### config.mk
export PLATFORM = sky130hd
export DESIGN_NAME = linear_array_queue_with_search_core_flat
export DESIGN_NICKNAME = d
export VERILOG_FILES = /design/src/hw/rtl/lasq_pkg.sv /design/src/hw/rtl/lasq_req_if.sv /design/src/hw/rtl/lasq_rsp_if.sv /design/src/hw/rtl/lasq_cell.sv /design/src/hw/rtl/lasq_find.sv /design/src/hw/rtl/linear_array_queue_with_search_core.sv /design/src/flat_wrapper.sv
export SDC_FILE = /design/constraint.sdc
export NUM_CORES = 2
export LEC_CHECK = 0
export BUFFER_PORTS_ARGS = -buffer_cell sky130_fd_sc_hd__clkbuf_2
export CAP_MARGIN = 30
export CORE_MARGIN = 2
export CORE_UTILIZATION = 35
export DETAILED_ROUTE_END_ITERATION = 10
export SLEW_MARGIN = 10
export SYNTH_ARGS = -nofsm -noshare
export SYNTH_HDL_FRONTEND = slang
export SYNTH_SLANG_ARGS = --single-unit
### constraint.sdc
create_clock -name clock -period 5.6 [get_ports clock]
set_input_delay 0.56 -clock clock [delete_from_list [all_inputs] [get_ports clock]]
set_output_delay 0.56 -clock clock [all_outputs]
set_load 0.05 [all_outputs]
### src/hw/rtl/lasq_pkg.sv
// shared constants, codes and types of the linear array queue with search
package lasq_pkg;

   localparam int DEPTH = 64;
   localparam int DATA_W = 32;
   localparam int OP_W = 2;
   localparam int STATUS_W = 3;
   localparam int POS_W = 7;
   // fill_end and count must hold DEPTH itself
   localparam int SLOT_W = $clog2(DEPTH + 1);

   localparam int GROUP_SIZE = 8;
   localparam int GROUP_OFF_W = $clog2(GROUP_SIZE);
   localparam int NUM_GROUPS = (DEPTH + GROUP_SIZE - 1) / GROUP_SIZE;
   localparam int PAD_DEPTH = NUM_GROUPS * GROUP_SIZE;

   typedef enum logic [OP_W-1:0] {
      OP_ENQUEUE = 2'd0,
      OP_DEQUEUE = 2'd1,
      OP_SEARCH  = 2'd2
   } op_type;

   typedef enum logic [STATUS_W-1:0] {
      STATUS_OK        = 3'd0,
      STATUS_OVERFLOW  = 3'd1,
      STATUS_UNDERFLOW = 3'd2,
      STATUS_EMPTY     = 3'd3,
      STATUS_NOT_FOUND = 3'd4
   } status_type;

   typedef enum logic [1:0] {
      ST_IDLE,
      ST_SCAN,
      ST_REPORT
   } state_type;

   typedef struct packed {
      logic shift;
      logic load;
      logic active;
   } cell_ctl_type;

   typedef struct packed {
      logic             hit;
      logic [POS_W-1:0] position;
   } find_res_type;

endpackage

### src/hw/rtl/lasq_req_if.sv
// request channel: operation, item value and search key
interface lasq_req_if;
   logic                                   valid;
   logic                                   ready;
   logic [lasq_pkg::OP_W-1:0]              operation;
   logic signed [lasq_pkg::DATA_W-1:0]     item_value;
   logic signed [lasq_pkg::DATA_W-1:0]     search_key;

   modport source (output valid, output operation, output item_value,
                   output search_key, input ready);
   modport sink (input valid, input operation, input item_value,
                 input search_key, output ready);
endinterface

### src/hw/rtl/lasq_rsp_if.sv
// response channel: status, removed value and found position
interface lasq_rsp_if;
   logic                                   valid;
   logic                                   ready;
   logic [lasq_pkg::STATUS_W-1:0]          status;
   logic signed [lasq_pkg::DATA_W-1:0]     removed_value;
   logic [lasq_pkg::POS_W-1:0]             found_position;

   modport source (output valid, output status, output removed_value,
                   output found_position, input ready);
   modport sink (input valid, input status, input removed_value,
                 input found_position, output ready);
endinterface

### src/hw/rtl/lasq_cell.sv
// one queue cell: holds an entry, shifts toward the head, compares with the key
module lasq_cell (
   input  logic                                clock,
   input  lasq_pkg::cell_ctl_type              ctl,
   input  logic signed [lasq_pkg::DATA_W-1:0]  write_value,
   input  logic signed [lasq_pkg::DATA_W-1:0]  next_value,
   input  logic signed [lasq_pkg::DATA_W-1:0]  key,
   output logic signed [lasq_pkg::DATA_W-1:0]  value,
   output logic                                match
);

   logic signed [lasq_pkg::DATA_W-1:0] value_ff;
   logic signed [lasq_pkg::DATA_W-1:0] value_in;

   always_comb begin
      value_in = value_ff;
      if (ctl.load) begin
         value_in = write_value;
      end else if (ctl.shift) begin
         value_in = next_value;
      end
   end

   always_ff @(posedge clock) begin
      value_ff <= value_in;
   end

   assign value = value_ff;
   assign match = ctl.active && (value_ff == key);

endmodule

### src/hw/rtl/lasq_find.sv
// first-match finder: match register, per-group encode, then group select
module lasq_find (
   input  logic                          clock,
   input  logic                          start,
   input  logic [lasq_pkg::DEPTH-1:0]    match,
   output lasq_pkg::find_res_type        result
);

   logic [lasq_pkg::DEPTH-1:0]           match_ff;
   logic [lasq_pkg::DEPTH-1:0]           match_in;
   logic [lasq_pkg::PAD_DEPTH-1:0]       padded;
   logic [lasq_pkg::NUM_GROUPS-1:0]      grp_hit_ff;
   logic [lasq_pkg::NUM_GROUPS-1:0]      grp_hit_in;
   logic [lasq_pkg::GROUP_OFF_W-1:0]     grp_off_ff [lasq_pkg::NUM_GROUPS];
   logic [lasq_pkg::GROUP_OFF_W-1:0]     grp_off_in [lasq_pkg::NUM_GROUPS];

   assign match_in = start ? match : match_ff;

   always_comb begin
      padded = '0;
      padded[lasq_pkg::DEPTH-1:0] = match_ff;
      for (int g = 0; g < lasq_pkg::NUM_GROUPS; g++) begin
         grp_hit_in[g] = 1'b0;
         grp_off_in[g] = '0;
         // scan from the top so the lowest set bit wins
         for (int j = lasq_pkg::GROUP_SIZE - 1; j >= 0; j--) begin
            if (padded[g*lasq_pkg::GROUP_SIZE + j]) begin
               grp_hit_in[g] = 1'b1;
               grp_off_in[g] = lasq_pkg::GROUP_OFF_W'(j);
            end
         end
      end
   end

   always_ff @(posedge clock) begin
      match_ff   <= match_in;
      grp_hit_ff <= grp_hit_in;
      grp_off_ff <= grp_off_in;
   end

   always_comb begin
      result.hit = 1'b0;
      result.position = '0;
      for (int g = lasq_pkg::NUM_GROUPS - 1; g >= 0; g--) begin
         if (grp_hit_ff[g]) begin
            result.hit = 1'b1;
            result.position = lasq_pkg::POS_W'(g * lasq_pkg::GROUP_SIZE)
                            + lasq_pkg::POS_W'(grp_off_ff[g])
                            + lasq_pkg::POS_W'(1);
         end
      end
   end

endmodule

### src/hw/rtl/linear_array_queue_with_search_core.sv
// linear array queue with search: row of entry cells, first-match finder, control
// enqueue, dequeue, empty search and unknown codes: result in the cycle after the
//    transfer; a new request can transfer every cycle unless rsp_bus stalls
// search on a non-empty queue: result passes the match register, per-group encode
//    register and group select; no request is taken meanwhile
// reset clears the fill count, entry count, control state and response valid;
//    entry contents stay undefined until written
module linear_array_queue_with_search_core (
   input  logic                clock,
   input  logic                reset,
   lasq_req_if.sink            req_bus,
   lasq_rsp_if.source          rsp_bus
);

   lasq_pkg::state_type                  state_ff;
   lasq_pkg::state_type                  state_in;
   logic [lasq_pkg::SLOT_W-1:0]          fill_end_ff;
   logic [lasq_pkg::SLOT_W-1:0]          fill_end_in;
   logic [lasq_pkg::SLOT_W-1:0]          count_ff;
   logic [lasq_pkg::SLOT_W-1:0]          count_in;
   logic                                 rsp_valid_ff;
   logic                                 rsp_valid_in;
   lasq_pkg::status_type                 status_ff;
   lasq_pkg::status_type                 status_in;
   logic signed [lasq_pkg::DATA_W-1:0]   removed_ff;
   logic signed [lasq_pkg::DATA_W-1:0]   removed_in;
   logic [lasq_pkg::POS_W-1:0]           pos_ff;
   logic [lasq_pkg::POS_W-1:0]           pos_in;

   logic                                 accept;
   logic                                 rsp_free;
   logic                                 req_ready;
   logic                                 report_load;
   logic                                 rsp_load;
   logic                                 push;
   logic                                 pop;
   logic                                 start;
   lasq_pkg::op_type                     op;

   lasq_pkg::cell_ctl_type               cell_ctl [lasq_pkg::DEPTH];
   logic signed [lasq_pkg::DATA_W-1:0]   cell_value [lasq_pkg::DEPTH];
   logic [lasq_pkg::DEPTH-1:0]           match;
   lasq_pkg::find_res_type               find_res;

   assign op       = lasq_pkg::op_type'(req_bus.operation);
   assign rsp_free = !rsp_valid_ff || rsp_bus.ready;
   assign accept   = req_bus.valid && req_ready;

   // fsm outputs
   always_comb begin
      req_ready   = 1'b0;
      report_load = 1'b0;
      unique case (state_ff)
         lasq_pkg::ST_IDLE:   req_ready = rsp_free;
         lasq_pkg::ST_SCAN:   req_ready = 1'b0;
         lasq_pkg::ST_REPORT: report_load = rsp_free;
         default:             req_ready = 1'b0;
      endcase
   end

   // fsm next state
   always_comb begin
      state_in = state_ff;
      unique case (state_ff)
         lasq_pkg::ST_IDLE: begin
            if (accept && op == lasq_pkg::OP_SEARCH && count_ff != '0) begin
               state_in = lasq_pkg::ST_SCAN;
            end
         end
         lasq_pkg::ST_SCAN: state_in = lasq_pkg::ST_REPORT;
         lasq_pkg::ST_REPORT: begin
            if (rsp_free) begin
               state_in = lasq_pkg::ST_IDLE;
            end
         end
         default: state_in = lasq_pkg::ST_IDLE;
      endcase
   end

   // request decode and response build
   always_comb begin
      fill_end_in = fill_end_ff;
      count_in    = count_ff;
      status_in   = lasq_pkg::STATUS_OK;
      removed_in  = '0;
      pos_in      = '0;
      rsp_load    = 1'b0;
      push        = 1'b0;
      pop         = 1'b0;
      start       = 1'b0;
      if (accept) begin
         unique case (op)
            lasq_pkg::OP_ENQUEUE: begin
               rsp_load = 1'b1;
               if (fill_end_ff == lasq_pkg::SLOT_W'(lasq_pkg::DEPTH)) begin
                  status_in = lasq_pkg::STATUS_OVERFLOW;
               end else begin
                  push        = 1'b1;
                  fill_end_in = fill_end_ff + lasq_pkg::SLOT_W'(1);
                  count_in    = count_ff + lasq_pkg::SLOT_W'(1);
               end
            end
            lasq_pkg::OP_DEQUEUE: begin
               rsp_load = 1'b1;
               if (count_ff == '0) begin
                  status_in = lasq_pkg::STATUS_UNDERFLOW;
               end else begin
                  pop        = 1'b1;
                  removed_in = cell_value[0];
                  // last entry out: the queue starts over at slot zero
                  if (count_ff == lasq_pkg::SLOT_W'(1)) begin
                     count_in    = '0;
                     fill_end_in = '0;
                  end else begin
                     count_in = count_ff - lasq_pkg::SLOT_W'(1);
                  end
               end
            end
            lasq_pkg::OP_SEARCH: begin
               if (count_ff == '0) begin
                  rsp_load  = 1'b1;
                  status_in = lasq_pkg::STATUS_EMPTY;
               end else begin
                  start = 1'b1;
               end
            end
            default: rsp_load = 1'b1;
         endcase
      end else if (report_load) begin
         rsp_load = 1'b1;
         if (find_res.hit) begin
            pos_in = find_res.position;
         end else begin
            status_in = lasq_pkg::STATUS_NOT_FOUND;
         end
      end
      rsp_valid_in = rsp_load || (rsp_valid_ff && !rsp_bus.ready);
   end

   always_ff @(posedge clock) begin
      if (reset) begin
         state_ff     <= lasq_pkg::ST_IDLE;
         fill_end_ff  <= '0;
         count_ff     <= '0;
         rsp_valid_ff <= 1'b0;
      end else begin
         state_ff     <= state_in;
         fill_end_ff  <= fill_end_in;
         count_ff     <= count_in;
         rsp_valid_ff <= rsp_valid_in;
      end
   end

   always_ff @(posedge clock) begin
      if (rsp_load) begin
         status_ff  <= status_in;
         removed_ff <= removed_in;
         pos_ff     <= pos_in;
      end
   end

   // cell row: cell 0 holds the head, entries move one cell down on dequeue
   for (genvar i = 0; i < lasq_pkg::DEPTH; i++) begin : g_cell
      logic signed [lasq_pkg::DATA_W-1:0] next_value;

      if (i == lasq_pkg::DEPTH - 1) begin : g_last
         assign next_value = cell_value[i];
      end else begin : g_mid
         assign next_value = cell_value[i+1];
      end

      assign cell_ctl[i].shift  = pop;
      assign cell_ctl[i].load   = push && (count_ff == lasq_pkg::SLOT_W'(i));
      assign cell_ctl[i].active = lasq_pkg::SLOT_W'(i) < count_ff;

      lasq_cell u_cell (
         .clock       (clock),
         .ctl         (cell_ctl[i]),
         .write_value (req_bus.item_value),
         .next_value  (next_value),
         .key         (req_bus.search_key),
         .value       (cell_value[i]),
         .match       (match[i])
      );
   end

   lasq_find u_find (
      .clock  (clock),
      .start  (start),
      .match  (match),
      .result (find_res)
   );

   assign req_bus.ready          = req_ready;
   assign rsp_bus.valid          = rsp_valid_ff;
   assign rsp_bus.status         = status_ff;
   assign rsp_bus.removed_value  = removed_ff;
   assign rsp_bus.found_position = pos_ff;

   // live entries never run past the fill mark
   a_count_bounds: assert property (@(posedge clock) disable iff (reset)
      count_ff <= fill_end_ff
      && fill_end_ff <= lasq_pkg::SLOT_W'(lasq_pkg::DEPTH))
      else $error("entry count or fill mark out of range");

   // a successful dequeue drops the count by one; the last one also clears the fill mark
   a_dequeue_count: assert property (@(posedge clock) disable iff (reset)
      pop |=> (count_ff == $past(count_ff) - lasq_pkg::SLOT_W'(1))
              && (count_ff != '0 || fill_end_ff == '0))
      else $error("dequeue left a wrong entry count");

   // a reported match lies among the live entries
   a_found_in_range: assert property (@(posedge clock) disable iff (reset)
      (state_ff == lasq_pkg::ST_REPORT && find_res.hit)
      |-> (find_res.position != '0
           && lasq_pkg::SLOT_W'(find_res.position) <= count_ff))
      else $error("search match beyond the live entries");

   // a search in progress keeps the queue contents unchanged
   a_scan_holds: assert property (@(posedge clock) disable iff (reset)
      (state_ff == lasq_pkg::ST_SCAN) |=> $stable(count_ff) && $stable(fill_end_ff))
      else $error("queue changed during a search");

endmodule
### src/flat_wrapper.sv
// flat-port wrapper written by rule: the top's interface ports become plain ports
module linear_array_queue_with_search_core_flat 
  (clock, reset, req_bus_valid, req_bus_operation, req_bus_item_value, req_bus_search_key, req_bus_ready, rsp_bus_valid, rsp_bus_status, rsp_bus_removed_value, rsp_bus_found_position, rsp_bus_ready);
  lasq_req_if req_bus_i ();
  lasq_rsp_if rsp_bus_i ();
  input  logic clock;
  input  logic reset;
  input wire logic [$bits(req_bus_i.valid)-1:0] req_bus_valid;
  input wire logic [$bits(req_bus_i.operation)-1:0] req_bus_operation;
  input wire logic [$bits(req_bus_i.item_value)-1:0] req_bus_item_value;
  input wire logic [$bits(req_bus_i.search_key)-1:0] req_bus_search_key;
  output wire logic [$bits(req_bus_i.ready)-1:0] req_bus_ready;
  output wire logic [$bits(rsp_bus_i.valid)-1:0] rsp_bus_valid;
  output wire logic [$bits(rsp_bus_i.status)-1:0] rsp_bus_status;
  output wire logic [$bits(rsp_bus_i.removed_value)-1:0] rsp_bus_removed_value;
  output wire logic [$bits(rsp_bus_i.found_position)-1:0] rsp_bus_found_position;
  input wire logic [$bits(rsp_bus_i.ready)-1:0] rsp_bus_ready;
  assign req_bus_i.valid = req_bus_valid;
  assign req_bus_i.operation = req_bus_operation;
  assign req_bus_i.item_value = req_bus_item_value;
  assign req_bus_i.search_key = req_bus_search_key;
  assign req_bus_ready = req_bus_i.ready;
  assign rsp_bus_valid = rsp_bus_i.valid;
  assign rsp_bus_status = rsp_bus_i.status;
  assign rsp_bus_removed_value = rsp_bus_i.removed_value;
  assign rsp_bus_found_position = rsp_bus_i.found_position;
  assign rsp_bus_i.ready = rsp_bus_ready;
  linear_array_queue_with_search_core u_core (.clock(clock), .reset(reset), .req_bus(req_bus_i), .rsp_bus(rsp_bus_i));
endmodule
==> summary.txt <==
STA
  • RSZ-0062 raised after global routing: false
  • Final Hold Viols: 0
  • Slew margin rel.: between 20% and 30%
  • Max Clock Freq: about 250 MHz
  • Sum Neg Setup Slack: 0 ns
  • Minimum clock period: just under 4 ns
  • Tcrit/Tclk final: between 70 and 80%
  • Final Max Tran Viols: 0
  • Worst Skew: 0.07855 ns
  • Setup-failing EPs final: 0
  • Hold_ws: roughly 0.15 ns
  • Worst Max-Slew Pin Slew: roughly 1.1 ns

Synth
  • Synth async-reset ratio: 0%
  • Sequential area share after synthesis: a little under three fifths
  • Yosys synthesis warning count: 0
  • Synthesized cell area: ~0.12 mm²
  • #FFs+latches synth: roughly 2,200
  • Post-synth top area share: 55.24%
  • Largest area contributor in the netlist: edfxtp_1
  • Number of synthesized flops with an enable pin: about 2,200
  • Leading cell type by number of instances after synthesis: edfxtp_1
  • Synth cell count leaders: edfxtp_1 (2,154), mux2_2 (2,011), xor2_1 (1,619)
  • Syn nets: 8,393
  • Syn Area/Cell: 14.10 µm²
  • Synth area leaders: edfxtp_1 (55%), mux2_2 (19%), xor2_1 (12%), xnor2_1 (3.2%), nor4_1 (2.4%)
  • Unique masters post-synth: just under 70
  • Primary FF master, synth: edfxtp_1
  • Post-Synthesis Cells: 8,303

Clocking
  • Worst skew pair latency: 0.95 ns
  • CTS Hold Bufs: 1
  • Deepest clock path buffer count: 4
  • Clock Pin Slew Worst Setup and Hold Paths: ~0.060 ns
  • Setup bufs post-CTS: 0
  • CTS HTree Levels: 4
  • Post-CTS sizing: 0
  • CTS tree: yes
  • Root Buffer: clkbuf_16
  • CTS Buf Count: 235
  • Clock tree sinks: between 2,000 and 2,500

Finish
  • Fillers: 30,855
  • Multi-input gate area: about 0.049 mm²
  • Sequential cell area: 0.06567 mm²
  • Area Growth Syn to Fin: 12.40%
  • Nets: 8,333
  • Layout cell share with drive strength beyond 1: about a third

Routing
  • Via count: between 70,000 and 80,000
  • Drt pass-1 iters: 7
  • Detailed Route Iter0 Violations: roughly 9,400
  • Vias per cell: 5.821
  • WL final: ~440 mm
  • Per-cell routed wire length: between 30 and 40 µm
  • DR DRC count: 0
  • ANT nets after route: 0

Power and ir drop
  • P per Cell Area: a little under 300 mW/mm²
  • Net Sw Frac: 25.22%
  • Comb pwr share: under 10%
  • Power share of the sequential group: between 40% and 50%
  • Power Total: 38,160 µW
  • Net Sw Power: just under 10,000 µW
  • Clk pwr share: approximately 42%
  • Worst VDD drop: 291.4 µV
  • Static Leakage: roughly 0.043 µW
  • P_int: 28,540 µW

Die
  • Core area: ~0.33 mm²
  • Num rows: ~210
  • Die area: roughly 0.34 mm²
  • Die X: approximately 580 µm
  • I/O pin cnt: 114
  • Die Y: between 500 and 600 µm
  • Initial Util: a little over a third

Setup path
  • WP depth: 8
  • WS Path Type: register to register
  • Register-to-register setup slack: between 1.5 and 2 ns
  • WP data arrival: approximately 4.6 ns
  • Crit path max-delay family: simple AND/OR/NAND/NOR gates
  • CP max-delay cell: dfxtp_1
  • Startpoint types: register
  • CP Cell Sequence: inv_1 -> ha_1 -> nor3b_1 -> nand2_1 -> nand4_1 -> buf_12 -> nand2_1 -> buf_4
  • Worst r2r src: u_core.count_ff[0]$_SDFFE_PP0P_
  • FF-to-FF End: u_core.g_cell[35].u_cell.value[12]$_DFFE_PP_
  • Buf+Inv Stages, Crit Path: 3
  • CP peak stage delay: about 0.56 ns
  • Crit Path Max Fanout: 56
  • Setup crit end kind: register
  • FF-to-FF path depth: 8
  • Crit path top cell by count: nand2_1
  • Worst path required time: around 6.3 ns

Global route
  • Largest net degree at the start of global routing: 57
  • Total gr overflow: 0
  • Initial antenna violation count: 47
  • Aggregate global-route resource usage: roughly a quarter
  • Vias in the first global route: about 74,000
  • First-pass GRT wire length: between 500 and 600 mm

Hold path
  • Worst min-delay path category: input pin to register
  • Worst Hold Path EP: u_core.state_ff[0]$_SDFFE_PP0P_
  • WHS Path Cells: 3
  • Worst hold start: req_bus_operation[1]

Placed design
  • Port buffer count: around 110
  • DP HPWL: between 200 and 300 mm
  • RD Place Congestion: 0.9406

Run status
  • Status: complete, no violations

Run
  • MaxCap Viol Count: 0
per-layer routing:
layer  vias to the layer above  track usage (%)  part of all wire (%)
met5                         -                0                 0.019
met4                        12            10.50                   4.8
met3                       937            4.745                   9.5
met2                      4384            38.76                    45
met1                     38837            33.39                    41
li1                      30497                -                     -
cell families after synthesis:
| logic type | count (synthesis) | share of synthesized area [%] |
|---|---|---|
| XOR/XNOR | 2050 | 15.33 |
| flip-flops | 2203 | 56.08 |
| AO/OA/AOI/OAI | 187 | 1.032 |
| multiplexers | 2017 | 19.40 |
| adder cells (fa/ha/maj) | 20 | 0.2137 |
| AND/OR/NAND/NOR | 1086 | 5.346 |
| buffers and inverters | 740 | 2.593 |
worst reg2reg max path, stage by stage, from the launching register on:
cell     delay (ns)
dfxtp_1        0.56
inv_1          0.31
ha_1           0.44
nor3b_1        0.38
nand2_1        0.27
nand4_1        0.24
buf_12         0.50
nand2_1        0.57
buf_4          0.39
cell usage in the layout, fill, tap and decap left out, types with 11 or more instances in the layout:
cell type     n
bufinv_16    30
o21ai_4      18
clkinv_1     39
nand4_1     164
buf_6        35
xor2_1     1619
and2_1       38
and3_1       12
xnor2_1     431
nand2_1      87
o2111ai_1    15
o21ai_2      11
o21ai_0      29
edfxtp_1   2154
buf_12       38
nor2_1       51
buf_4       267
clkbuf_1     47
diode_2      11
inv_1        37
dfxtp_1      47
nor2b_1      12
nor4_1      443
clkbuf_16   236
mux2_2     2011
buf_16       11
nand2b_1     24
nor3_1       98
ha_1         20
nor2_2       19
nand3_1      81
clkbuf_2     50
clkinv_2     45
a21oi_1      46
per-stage QoR:
| step | std cells | worst slack, ns | cell area [µm²] | utilization, % |
|---|---|---|---|---|
| 4_1_cts | 12801 | 1.721 | 131300 | 39.40 |
| 6_report | 12827 | 1.648 | 131600 | 39.50 |
| 2_1_floorplan | 8303 | 0.5884 | 117100 | - |
| 5_1_grt | 12821 | 1.518 | 131600 | 39.50 |
| 3_5_place_dp | 12377 | 1.565 | 123600 | 37.09 |
| 3_3_place_gp | 12358 | 0.6537 | 123200 | 36.98 |
flip-flops by register name, summed over array words and instances, names as in the netlist:
name	count
u_core.rsp_bus.removed_value	32
u_core.fill_end_ff	7
u_core.u_find.match_ff	64
u_core.u_find.grp_off_ff	24
u_core.state_ff	2
u_core.g_cell.u_cell.value	2048
u_core.count_ff	7
u_core.rsp_bus.valid	1
u_core.rsp_bus.found_position	7
u_core.u_find.grp_hit_ff	8
u_core.rsp_bus.status	3
how the worst max path moves through the flow:
stage                                    start                                           end  slack [ns]
6_report       u_core.count_ff[0]$_SDFFE_PP0P_  u_core.g_cell[35].u_cell.value[12]$_DFFE_PP_        1.65
5_1_grt        u_core.count_ff[4]$_SDFFE_PP0P_  u_core.g_cell[18].u_cell.value[31]$_DFFE_PP_        1.52
4_1_cts        u_core.count_ff[0]$_SDFFE_PP0P_  u_core.g_cell[35].u_cell.value[12]$_DFFE_PP_        1.72
3_5_place_dp                     rsp_bus_ready  u_core.g_cell[36].u_cell.value[21]$_DFFE_PP_        1.57
3_3_place_gp                     rsp_bus_ready  u_core.g_cell[36].u_cell.value[23]$_DFFE_PP_        0.65
2_1_floorplan             req_bus_operation[1]   u_core.g_cell[63].u_cell.value[0]$_DFFE_PP_        0.59
area by class of cell:
type,count,area share (%)
Sequential cell,2203,49.90
Multi-Input combinational cell,5360,37.12
Clock buffer,289,4.684
Tap cell,4387,4.171
Timing Repair Buffer,404,2.844
Clock inverter,134,1.149
Inverter,39,0.1112
Antenna cell,11,0.02092
power groups by stage:
stage,logic [µW],registers (µW),clock network (µW)
2_1_floorplan,1720,19000,0
4_1_cts,3220,18800,16200
6_report,3300,18800,16100
5_1_grt,3400,18800,16800
3_5_place_dp,3200,19100,0
3_3_place_gp,3150,19100,0
Note: power is estimated with default switching activity, not from simulation.
